$ cat src/sv/mcgd_pkg.sv
// ----------------------------------------------------------------------------
// mcgd_pkg
// Shared types and constants for the McGinley dynamic filter: item
// layouts, sequencer states and the divider request and response bundles.
// ----------------------------------------------------------------------------
package mcgd_pkg;

    // fixed-point format of samples and filter value
    localparam int DATA_W   = 32;
    localparam int FRAC_W   = 16;
    localparam int PROD_W   = 2 * DATA_W;
    localparam int PERIOD_W = 24;

    // period register after reset: 10.0 in Q8.16
    localparam logic [PERIOD_W-1:0] PERIOD_RST = PERIOD_W'(655360);

    // divider: two quotient bits per cycle over the full quotient width
    localparam int DIV_STEPS = (DATA_W + 1) / 2;
    localparam int DIV_CNT_W = $clog2(DIV_STEPS);
    localparam logic [DIV_CNT_W-1:0] DIV_LAST = DIV_CNT_W'(DIV_STEPS - 1);

    // input item
    typedef struct packed {
        logic [DATA_W-1:0] sample;
        logic              batch_end;
    } in_item_t;

    // result item
    typedef struct packed {
        logic [DATA_W-1:0] filtered;
        logic              div_error;
        logic              batch_end_out;
    } out_item_t;

    // sequencer states
    typedef enum logic [2:0] {
        ST_IDLE,
        ST_RATIO,
        ST_SQ1,
        ST_SQ2,
        ST_SCALE,
        ST_CHECK,
        ST_STEP,
        ST_FINISH
    } seq_state_t;

    // divider request: (dividend << FRAC_W) / divisor
    typedef struct packed {
        logic              start;
        logic [DATA_W-1:0] dividend;
        logic [DATA_W-1:0] divisor;
    } div_req_t;

    // divider response: done pulses for one cycle with the quotient
    typedef struct packed {
        logic              done;
        logic [DATA_W-1:0] quotient;
    } div_rsp_t;

endpackage

$ cat src/sv/mcginley_dynamic_filter.sv
// ----------------------------------------------------------------------------
// mcginley_dynamic_filter
// McGinley dynamic filter over unsigned Q16.16 samples, one result per item.
// ----------------------------------------------------------------------------
// Paths: the first item after reset, or any item while the filter is zero,
// goes straight to the hand-off; the rest take a division, three multiplies
// and the zero check, then, unless the denominator is zero, a second
// division before the hand-off; a saturating division ends without iterating.
// Flow: one item at a time; req_ready is high only while the sequencer is
// idle, and a stalled result holds the sequencer in its last state.
// Reset: filter cleared, not primed, period 10.0, no result pending.
module mcginley_dynamic_filter (
    input  logic                            clk,
    input  logic                            rst_n,
    input  logic                            period_we,
    input  logic [mcgd_pkg::PERIOD_W-1:0]   period_wdata,
    input  logic                            req_valid,
    output logic                            req_ready,
    input  mcgd_pkg::in_item_t              req_item,
    output logic                            rsp_valid,
    input  logic                            rsp_ready,
    output mcgd_pkg::out_item_t             rsp_item
);

    mcgd_pkg::seq_state_t state_reg, state_next;

    logic [mcgd_pkg::PERIOD_W-1:0] period_reg;
    logic [mcgd_pkg::DATA_W-1:0]   filter_reg, filter_next;
    logic                          primed_reg, primed_next;
    logic [mcgd_pkg::DATA_W-1:0]   sample_reg, sample_next;
    logic                          bend_reg, bend_next;
    logic [mcgd_pkg::DATA_W-1:0]   acc_reg, acc_next;
    logic [mcgd_pkg::PROD_W-1:0]   prod_reg;
    logic [mcgd_pkg::DATA_W-1:0]   res_reg, res_next;
    logic                          err_reg, err_next;
    logic                          out_valid_reg, out_valid_next;
    mcgd_pkg::out_item_t           out_item_reg, out_item_next;

    logic [mcgd_pkg::DATA_W-1:0] mul_a;
    logic [mcgd_pkg::DATA_W-1:0] mul_b;
    logic [mcgd_pkg::DATA_W-1:0] prod_sat;
    logic                        up;
    logic [mcgd_pkg::DATA_W-1:0] diff;
    logic [mcgd_pkg::DATA_W:0]   sum;
    logic                        req_fire;
    logic                        out_free;

    mcgd_pkg::div_req_t div_req;
    mcgd_pkg::div_rsp_t div_rsp;

    // shared divider
    mcgd_div u_div (
        .clk   (clk),
        .rst_n (rst_n),
        .req   (div_req),
        .rsp   (div_rsp)
    );

    assign req_ready = (state_reg == mcgd_pkg::ST_IDLE);
    assign req_fire  = req_valid && req_ready;
    assign out_free  = !out_valid_reg || rsp_ready;

    // saturated Q16.16 view of the last product
    assign prod_sat = (|prod_reg[mcgd_pkg::PROD_W-1:mcgd_pkg::DATA_W+mcgd_pkg::FRAC_W])
                    ? '1 : prod_reg[mcgd_pkg::DATA_W+mcgd_pkg::FRAC_W-1:mcgd_pkg::FRAC_W];

    // distance between sample and filter, and its direction
    assign up   = sample_reg >= filter_reg;
    assign diff = up ? sample_reg - filter_reg : filter_reg - sample_reg;
    assign sum  = {1'b0, filter_reg} + {1'b0, div_rsp.quotient};

    // shared multiplier operand select
    always_comb
    begin
        mul_a = '0;
        mul_b = '0;
        unique case (state_reg)
            mcgd_pkg::ST_SQ1:
            begin
                mul_a = acc_reg;
                mul_b = acc_reg;
            end
            mcgd_pkg::ST_SQ2:
            begin
                mul_a = prod_sat;
                mul_b = prod_sat;
            end
            mcgd_pkg::ST_SCALE:
            begin
                mul_a = {{(mcgd_pkg::DATA_W-mcgd_pkg::PERIOD_W){1'b0}}, period_reg};
                mul_b = prod_sat;
            end
            mcgd_pkg::ST_IDLE,
            mcgd_pkg::ST_RATIO,
            mcgd_pkg::ST_CHECK,
            mcgd_pkg::ST_STEP,
            mcgd_pkg::ST_FINISH:
            begin
                mul_a = '0;
                mul_b = '0;
            end
        endcase
    end

    // sequencer
    always_comb
    begin
        state_next     = state_reg;
        filter_next    = filter_reg;
        primed_next    = primed_reg;
        sample_next    = sample_reg;
        bend_next      = bend_reg;
        acc_next       = acc_reg;
        res_next       = res_reg;
        err_next       = err_reg;
        out_valid_next = out_valid_reg && !rsp_ready;
        out_item_next  = out_item_reg;
        div_req        = '0;

        unique case (state_reg)
            mcgd_pkg::ST_IDLE:
            begin
                if (req_fire)
                begin
                    sample_next = req_item.sample;
                    bend_next   = req_item.batch_end;
                    if (!primed_reg)
                    begin
                        res_next   = req_item.sample;
                        err_next   = 1'b0;
                        state_next = mcgd_pkg::ST_FINISH;
                    end
                    else if (filter_reg == '0)
                    begin
                        res_next   = filter_reg;
                        err_next   = 1'b1;
                        state_next = mcgd_pkg::ST_FINISH;
                    end
                    else
                    begin
                        div_req.start    = 1'b1;
                        div_req.dividend = req_item.sample;
                        div_req.divisor  = filter_reg;
                        state_next       = mcgd_pkg::ST_RATIO;
                    end
                end
            end
            mcgd_pkg::ST_RATIO:
            begin
                if (div_rsp.done)
                begin
                    acc_next   = div_rsp.quotient;
                    state_next = mcgd_pkg::ST_SQ1;
                end
            end
            mcgd_pkg::ST_SQ1:
            begin
                state_next = mcgd_pkg::ST_SQ2;
            end
            mcgd_pkg::ST_SQ2:
            begin
                state_next = mcgd_pkg::ST_SCALE;
            end
            mcgd_pkg::ST_SCALE:
            begin
                state_next = mcgd_pkg::ST_CHECK;
            end
            mcgd_pkg::ST_CHECK:
            begin
                // zero denominator holds the filter
                if (prod_sat == '0)
                begin
                    res_next   = filter_reg;
                    err_next   = 1'b1;
                    state_next = mcgd_pkg::ST_FINISH;
                end
                else
                begin
                    div_req.start    = 1'b1;
                    div_req.dividend = diff;
                    div_req.divisor  = prod_sat;
                    state_next       = mcgd_pkg::ST_STEP;
                end
            end
            mcgd_pkg::ST_STEP:
            begin
                if (div_rsp.done)
                begin
                    err_next = 1'b0;
                    if (up)
                        res_next = sum[mcgd_pkg::DATA_W] ? '1 : sum[mcgd_pkg::DATA_W-1:0];
                    else
                        res_next = (div_rsp.quotient > filter_reg)
                                 ? '0 : filter_reg - div_rsp.quotient;
                    state_next = mcgd_pkg::ST_FINISH;
                end
            end
            mcgd_pkg::ST_FINISH:
            begin
                if (out_free)
                begin
                    filter_next                 = res_reg;
                    primed_next                 = 1'b1;
                    out_valid_next              = 1'b1;
                    out_item_next.filtered      = res_reg;
                    out_item_next.div_error     = err_reg;
                    out_item_next.batch_end_out = bend_reg;
                    state_next                  = mcgd_pkg::ST_IDLE;
                end
            end
        endcase
    end

    // control and filter state
    always_ff @(posedge clk or negedge rst_n)
    begin
        if (!rst_n)
        begin
            state_reg     <= mcgd_pkg::ST_IDLE;
            period_reg    <= mcgd_pkg::PERIOD_RST;
            filter_reg    <= '0;
            primed_reg    <= 1'b0;
            out_valid_reg <= 1'b0;
        end
        else
        begin
            state_reg     <= state_next;
            filter_reg    <= filter_next;
            primed_reg    <= primed_next;
            out_valid_reg <= out_valid_next;
            if (period_we)
                period_reg <= period_wdata;
        end
    end

    // payload registers
    always_ff @(posedge clk)
    begin
        sample_reg   <= sample_next;
        bend_reg     <= bend_next;
        acc_reg      <= acc_next;
        res_reg      <= res_next;
        err_reg      <= err_next;
        out_item_reg <= out_item_next;
        prod_reg     <= mul_a * mul_b;
    end

    assign rsp_valid = out_valid_reg;
    assign rsp_item  = out_item_reg;

endmodule

$ cat src/sv/mcgd_div.sv
// ----------------------------------------------------------------------------
// mcgd_div
// Iterative restoring divider computing (dividend << FRAC_W) / divisor,
// saturated to DATA_W bits, two quotient bits per cycle.
// ----------------------------------------------------------------------------
module mcgd_div (
    input  logic              clk,
    input  logic              rst_n,
    input  mcgd_pkg::div_req_t req,
    output mcgd_pkg::div_rsp_t rsp
);

    logic [mcgd_pkg::DATA_W-1:0]    rem_reg;
    logic [mcgd_pkg::DATA_W-1:0]    sh_reg;
    logic [mcgd_pkg::DATA_W-1:0]    quo_reg;
    logic [mcgd_pkg::DATA_W-1:0]    dvs_reg;
    logic [mcgd_pkg::DIV_CNT_W-1:0] cnt_reg;
    logic                           busy_reg;
    logic                           done_reg;

    logic [mcgd_pkg::DATA_W:0]   trial1;
    logic [mcgd_pkg::DATA_W:0]   trial2;
    logic                        ge1;
    logic                        ge2;
    logic [mcgd_pkg::DATA_W-1:0] rem1;
    logic [mcgd_pkg::DATA_W-1:0] rem2;
    logic                        sat;

    // quotient overflows when the integer part of the dividend reaches the divisor
    assign sat = {{(mcgd_pkg::DATA_W-mcgd_pkg::FRAC_W){1'b0}},
                  req.dividend[mcgd_pkg::DATA_W-1:mcgd_pkg::FRAC_W]} >= req.divisor;

    // two restoring steps; the remainder stays below the divisor
    always_comb
    begin
        trial1 = {rem_reg, sh_reg[mcgd_pkg::DATA_W-1]};
        ge1    = trial1 >= {1'b0, dvs_reg};
        rem1   = ge1 ? mcgd_pkg::DATA_W'(trial1 - {1'b0, dvs_reg})
                     : trial1[mcgd_pkg::DATA_W-1:0];
        trial2 = {rem1, sh_reg[mcgd_pkg::DATA_W-2]};
        ge2    = trial2 >= {1'b0, dvs_reg};
        rem2   = ge2 ? mcgd_pkg::DATA_W'(trial2 - {1'b0, dvs_reg})
                     : trial2[mcgd_pkg::DATA_W-1:0];
    end

    // control
    always_ff @(posedge clk or negedge rst_n)
    begin
        if (!rst_n)
        begin
            busy_reg <= 1'b0;
            done_reg <= 1'b0;
            cnt_reg  <= '0;
        end
        else if (req.start)
        begin
            busy_reg <= !sat;
            done_reg <= sat;
            cnt_reg  <= '0;
        end
        else if (busy_reg)
        begin
            cnt_reg  <= cnt_reg + 1'b1;
            busy_reg <= (cnt_reg != mcgd_pkg::DIV_LAST);
            done_reg <= (cnt_reg == mcgd_pkg::DIV_LAST);
        end
        else
        begin
            done_reg <= 1'b0;
        end
    end

    // datapath
    always_ff @(posedge clk)
    begin
        if (req.start)
        begin
            dvs_reg <= req.divisor;
            rem_reg <= {{(mcgd_pkg::DATA_W-mcgd_pkg::FRAC_W){1'b0}},
                        req.dividend[mcgd_pkg::DATA_W-1:mcgd_pkg::FRAC_W]};
            sh_reg  <= {req.dividend[mcgd_pkg::FRAC_W-1:0],
                        {(mcgd_pkg::DATA_W-mcgd_pkg::FRAC_W){1'b0}}};
            quo_reg <= sat ? '1 : '0;
        end
        else if (busy_reg)
        begin
            rem_reg <= rem2;
            sh_reg  <= {sh_reg[mcgd_pkg::DATA_W-3:0], 2'b00};
            quo_reg <= {quo_reg[mcgd_pkg::DATA_W-3:0], ge1, ge2};
        end
    end

    assign rsp.done     = done_reg;
    assign rsp.quotient = quo_reg;

endmodule

$ cat config.mk
export PLATFORM = sky130hd
export DESIGN_NAME = mcginley_dynamic_filter
export DESIGN_NICKNAME = d
export VERILOG_FILES = /design/src/sv/mcgd_pkg.sv /design/src/sv/mcginley_dynamic_filter.sv /design/src/sv/mcgd_div.sv
export SDC_FILE = /design/constraint.sdc
export NUM_CORES = 2
export LEC_CHECK = 0
export CORE_MARGIN = 5
export CORE_UTILIZATION = 59
export DETAILED_ROUTE_END_ITERATION = 7
export DONT_BUFFER_PORTS = 1
export HOLD_SLACK_MARGIN = 0.06
export PLACE_DENSITY = 0.75
export SLEW_MARGIN = 0
export SYNTH_ARGS = -nofsm -noshare
export SYNTH_HDL_FRONTEND = slang
export SYNTH_SLANG_ARGS = --single-unit
$ cat constraint.sdc
create_clock -name clk -period 12 [get_ports clk]
set_clock_uncertainty 0.15 [all_clocks]
set_input_delay 2.4 -clock clk [delete_from_list [all_inputs] [get_ports clk]]
set_output_delay 2.4 -clock clk [all_outputs]
set_load 0.02 [all_outputs]
Word-level counts from Yosys, hierarchy flattened
Cells that the tools add are included.
{ "totals": {"reg_bits": 375, "input_bits": 62, "out_inout_bits": 36, "word_cells": 118} }
{ "classes": {"n_addsub": 7, "multipliers": 1, "n_lt_le_gt_ge": 5, "eq_ne": 15, "mux": 49, "n_reduce_logical": 19} }
{ "ops": {"columns": ["cell", "count"], "rows": [
  ["32-bit 2-to-1 mux", 17],
  ["65-bit 2-to-1 mux", 4],
  ["32-bit one-hot mux with 3 select lines", 2],
  ["32-bit subtractor", 5],
  ["65-bit one-hot mux with 2 select lines", 1],
  ["32-bit one-hot mux with 4 select lines", 1],
  ["33-bit by 32-bit >= comparator with 1-bit output", 2],
  ["32-bit zero test", 2],
  ["32-bit by 32-bit multiplier with 64-bit output", 1],
  ["32-bit by 32-bit adder with 33-bit output", 1],
  ["16-bit by 32-bit >= comparator with 1-bit output", 1],
  ["32-bit >= comparator", 1],
  ["32-bit greater-than comparator", 1],
  ["16-bit 2-to-1 mux", 2],
  ["3-bit one-hot mux with 8 select lines", 1],
  ["3-bit 2-to-1 mux", 6],
  ["16-bit OR reduction", 1],
  ["3-bit == test (second input constant)", 4],
  ["1-bit 2-to-1 mux", 12],
  ["4-bit 2-to-1 mux", 2],
  ["3-bit by 2-bit == test with 1-bit output (second input constant)", 2],
  ["2-bit by 1-bit != test with 1-bit output (second input constant)", 3],
  ["2-bit AND reduction", 3],
  ["5-bit AND reduction", 1],
  ["16 further kinds", 20]
]} }

Logic depth before layout (Yosys ltp)
{ "logic_depth": {"depth_word": 8, "depth_mapped": 37} }

By module
From an unflattened synthesis, not the netlist that was laid out.
{ "hier_totals": {"cells_unflattened": 6513, "area_unflattened_um2": 57232.4} }
{ "modules_own_cells": {"columns": ["mod", "instances", "cells_per_inst", "area_per_inst_um2"], "rows": [
  ["mcginley_dynamic_filter", 1, 5551, 48268.8],
  ["mcgd_div", 1, 962, 8963.6]
]} }

Worst setup path after synthesis
OpenSTA, ideal clock, no wires.
{ "synth_timing": {"kind": "register -> register", "from": "register prod_reg[52] (netlist bit)", "to": "register prod_reg[63] (netlist bit)", "t_arrival_ns": 8.866, "required_ns": 11.778, "slack_ns": 2.912, "stages_incl_launch_ff": 34, "synth_period_minus_slack_ns": 9.088, "cell_sequence": "dfxtp_1 nor4_1 nand4_1 clkbuf_1 clkbuf_1 clkbuf_1 or2_2 a21boi_1 clkbuf_1 nor2_1 fa_1 inv_1 fa_1 fa_1 fa_1 inv_1 fa_1 inv_1 fa_1 inv_1 fa_1 fa_1 ha_1 nand3_1 nor4_1 o211ai_1 a2111oi_0 o21ai_0 nand3_1 a21oi_1 o211ai_1 nand3_1 o31ai_1 xnor2_1"} }
{ "synth_between": {"elab_chain_cells": 4, "word_cells_on_any_way": 5, "classes_between": "mul (1); mux (3); reduce/logical (1)"} }
{ "synth_lines": {"columns": ["item", "line_no", "source"], "rows": [
  ["start, declared", "mcginley_dynamic_filter.sv:33", "logic [mcgd_pkg::PROD_W-1:0] prod_reg;"],
  ["start signal, assigned", "mcginley_dynamic_filter.sv:245", "prod_reg <= mul_a * mul_b;"],
  ["16-bit OR reduction *", "mcginley_dynamic_filter.sv:64", "assign prod_sat = (|prod_reg[mcgd_pkg::PROD_W-1:mcgd_pkg::DATA_W+mcgd_pkg::FRAC_W])"],
  ["32-bit 2-to-1 mux *", "mcginley_dynamic_filter.sv:65", "? '1 : prod_reg[mcgd_pkg::DATA_W+mcgd_pkg::FRAC_W-1:mcgd_pkg::FRAC_W];"],
  ["32-bit one-hot mux with 4 select lines / 32-bit one-hot mux with 3 select lines (equally long branches)", "mcginley_dynamic_filter.sv:77", "unique case (state_reg)"],
  ["32-bit by 32-bit multiplier with 64-bit output *", "mcginley_dynamic_filter.sv:245", null]
]} }
Every way passes the cells marked *; elsewhere a longest branch is shown, timed or not.
A chain may end at the register's enable or synchronous reset.

Worst setup path in the final report
{ "layout_timing": {"from": "register state_reg[0]", "to": "register prod_reg[56] (netlist bit)"} }
{ "layout_between": {"elab_chain_cells": 4, "word_cells_on_any_way": 13, "classes_between": "mul (1); eq/ne (7); mux (2); reduce/logical (3)"} }
{ "layout_lines": {"columns": ["item", "line_no", "source"], "rows": [
  ["start, declared", "mcginley_dynamic_filter.sv:25", "mcgd_pkg::seq_state_t state_reg, state_next;"],
  ["start signal, assigned", "mcginley_dynamic_filter.sv:219", "state_reg <= mcgd_pkg::ST_IDLE;"],
  ["start signal, assigned", "mcginley_dynamic_filter.sv:227", "state_reg <= state_next;"],
  ["3-bit == test, or another cell as far along", "mcginley_dynamic_filter.sv:77", null],
  ["5-bit OR reduction / 2-bit OR reduction (equally long branches)", null, null],
  ["32-bit one-hot mux with 4 select lines / 32-bit one-hot mux with 3 select lines (equally long branches)", "mcginley_dynamic_filter.sv:77", null],
  ["32-bit by 32-bit multiplier with 64-bit output *", "mcginley_dynamic_filter.sv:245", null]
]} }
Marked as above.

==> results.md <==
- Status: complete, but fails checks
- Failing checks: DRC
- P&R area growth vs syn: 4.97%
- CTS Root Cell: clkbuf_16
- CTS clk-pin slew, worst paths: 60 ps
- Worst Path Max Fanout: 27
- Layout cells sized above 1: approximately 5%
- Die Ht: ~320 µm
- Endpoint class of the critical path: flip-flop
- Post-synth EDFFs: 228
- Period utilisation layout: a little over nine tenths
- Core area: about 95000 µm²
- Ports: 98
- TritonCTS clock tree: built
- Die width: approximately 320 µm
- Hold Buf Count CTS: 0
- Final HPWL DP: 156 mm
- Min Clock Period, post-route: 11360 ps
- Crit path largest cell delay: 1000 ps
- Number of flip-flops in the largest register: 48
- Share of the synthesized area in the top cell type: approximately a third
- TNS Setup: 0 ps
- Total placed cells including tap cells: roughly 7500
- CTS Buf Count: 40
- Post-CTS Setup Bufs: 0
- Prevailing post-synth register cell: edfxtp_1
- Worst-skew pair later-pin latency: between 600 and 700 ps
- Startpoint Class: flip-flop
- Synth top area cells: fa_1, edfxtp_1, ha_1
- Layout Cells excl Fill: roughly 7600
- Final hold violations: 0
- Post-Route WL: roughly 200 mm
- Mapped Avg Cell Area: 8.86 µm²
- Worst path buffer plus inverter count: 7
- Worst rel slew slack: about an eighth
- Mapped Area: 56800 µm²
- Post-layout nets: 7714
- Crit path kind: reg -> reg
- Setup-failing EPs final: 0
- Vias in the first global route: 49051
- Worst path required time: between 10000 and 15000 ps
- Worst EP arrival: between 10000 and 15000 ps
- Worst Tran Pin Value: between 1000 and 1500 ps
- Max Cap Viol: 0
- Resized Gates After CTS: 0
- Synth area leader: fa_1
- R2R Setup Slk: approximately 640 ps
- Post-synthesis sequential area ratio: between 10% and 20%
- Largest net degree at the start of global routing: a little over 80
- Starting density of the core: 59.6%
- Post-route ant nets: 0
- Final Wtd Congestion: 1.06
- Port bufs: 0
- Synthesized flop and latch total: 359
- 1st-iter DRT viols: roughly 5600
- RSZ-0062 raised after global routing: false
- Htree depth: 2
- Synth async-reset ratio: around a fifth
- First-pass GRT wire length: ~300 mm
- DRT Pass-1 Iters: 8
- Vias: approximately 48000
- Initial antenna violation count: 14
- Slowest cell on crit path: a211oi_1
- Critical path's top delay family: adder cells
- Number of remaining DRC errors: 2
- Upper clock frequency limit: between 0.08 and 0.09 GHz
- Drt wl/cell: between 20 and 30 µm
- CP most frequent cell: fa_1
- Die area: around 100000 µm²
- Syn Nets: roughly 7900
- Placement-stage cell area: just under 60000 µm²
- Filler instances: slightly above 8000
- Worst Hold Class: reg -> reg
- Cells after Synth: between 6000 and 7000
- DR vias/cell: ~6.3
- Clk buf depth: 3
- Grt total ovfl: 0
- Final Max Tran Viols: 0
- Cell variety after synth: 92
- Synth warn: 0
- FP Rows: between 100 and 150
- Total track usage: about two fifths
- Final Instance Area: just under 60000 µm²
- Clock sinks: 359
[synthesized netlist by cell type (22+ instances only)]
master and instances:
o21bai_1 60, a221oi_1 22, a22oi_1 54, nor3_1 55, xnor2_1 92, or2_2 24
clkbuf_1 267, o21ai_0 277, nand3_1 56, edfxtp_1 228, o31ai_1 25, o21a_1 65
dfxtp_1 64, nor2b_1 32, mux2_2 47, xor2_1 37, a211oi_1 32, a31oi_1 34
nand2b_1 30, nor4_1 34, mux2i_1 40, ha_1 472, a21oi_1 308, nand2_1 660
nor2_1 808, inv_1 1098, nand4_1 39, o21ai_1 43, fa_1 901, a21o_1 127
dfrtp_1 65
[logic make-up (layout without fill, tap and decap cells)]
logic type | count (synthesis) | in the layout | share of synthesized area, %
AND/OR/NAND/NOR | 1817 | 1817 | 13.4
buffers and inverters | 1410 | 1306 | 9.41
adder cells (fa/ha/maj) | 1373 | 1373 | 42.1
AO/OA/AOI/OAI | 1236 | 1236 | 14.1
flip-flops | 359 | 359 | 17.3
XOR/XNOR | 129 | 129 | 1.99
multiplexers | 91 | 91 | 1.73
other | 0 | 4 | 0
[final timing paths]
check,start,to,cells past startpoint
setup reg to reg,state_reg[0]$_DFFE_PN0P_,prod_reg[56]$_DFF_P_,30
setup / recovery,state_reg[0]$_DFFE_PN0P_,prod_reg[56]$_DFF_P_,30
hold reg to reg,err_reg$_DFFE_PP_,rsp_item[1]$_DFFE_PP_,0
hold / removal,err_reg$_DFFE_PP_,rsp_item[1]$_DFFE_PP_,0
min in group asynchronous,rst_n,filter_reg[9]$_DFFE_PN0P_,0
max in group asynchronous,rst_n,period_reg[17]$_DFFE_PN1P_,0
[worst reg2reg max path, delay by kind of cell (launching register included)]
| kind | cells | cell delay (ps) |
|---|---|---|
| adder cells (fa/ha/maj) | 10 | 4690 |
| AO/OA/AOI/OAI | 6 | 2980 |
| AND/OR/NAND/NOR | 6 | 1970 |
| buffers and inverters | 7 | 910 |
| flip-flops | 1 | 380 |
| XOR/XNOR | 1 | 200 |
[through the flow]
step,utilization (%),hold slack (ps),setup slack (ps)
finish,62.6,277,639
global route,62.6,286,324
CTS,62.6,275,1060
detailed placement,61.2,264,1110
global placement,61.2,255,1180
floorplan,-,250,2910
[placed cells by master, fill, tap and decap left out, drive strengths merged, types with 20 or more instances in the layout]
cell type,synthesis,layout
clkbuf,268,56
o21a,65,65
o21bai,60,60
nand3,56,56
a221oi,25,25
nor2,810,810
buf,40,130
a22oi,54,54
nand4,39,39
dfrtp,65,65
o31ai,25,25
a21o,127,127
o21ai,321,321
nand2b,30,30
a31oi,35,35
nor2b,32,32
fa,901,901
xor2,37,37
dfxtp,64,64
and3,20,20
mux2i,40,40
or2,25,25
inv,1098,1101
nor4,34,34
a21boi,26,26
mux2,51,51
ha,472,472
xnor2,92,92
nand2,660,660
nor3,55,55
a21oi,308,308
a211oi,35,35
edfxtp,228,228
[cell type report]
class | instances | area, µm² | area share [%]
diodes | 4 | 10.0 | 0.0168
clock buffers | 56 | 1080 | 1.81
clock inverters | 18 | 189 | 0.317
inverters | 1102 | 4140 | 6.93
multi-input cells | 4646 | 41900 | 70.2
flip-flops and latches | 359 | 9810 | 16.4
well taps | 1265 | 1580 | 2.65
repair buffers | 130 | 988 | 1.66
[metal layers]
layer | GRT usage, % | share of wire, %
met5 | 1.06 | 0.12
met4 | 19.5 | 7.0
met3 | 13.7 | 14
met2 | 56.0 | 41
met1 | 51.0 | 37
Power is left out: the tool's default activity adds up to more than one toggle a clock period on the data nets, which glitch-free logic cannot reach.
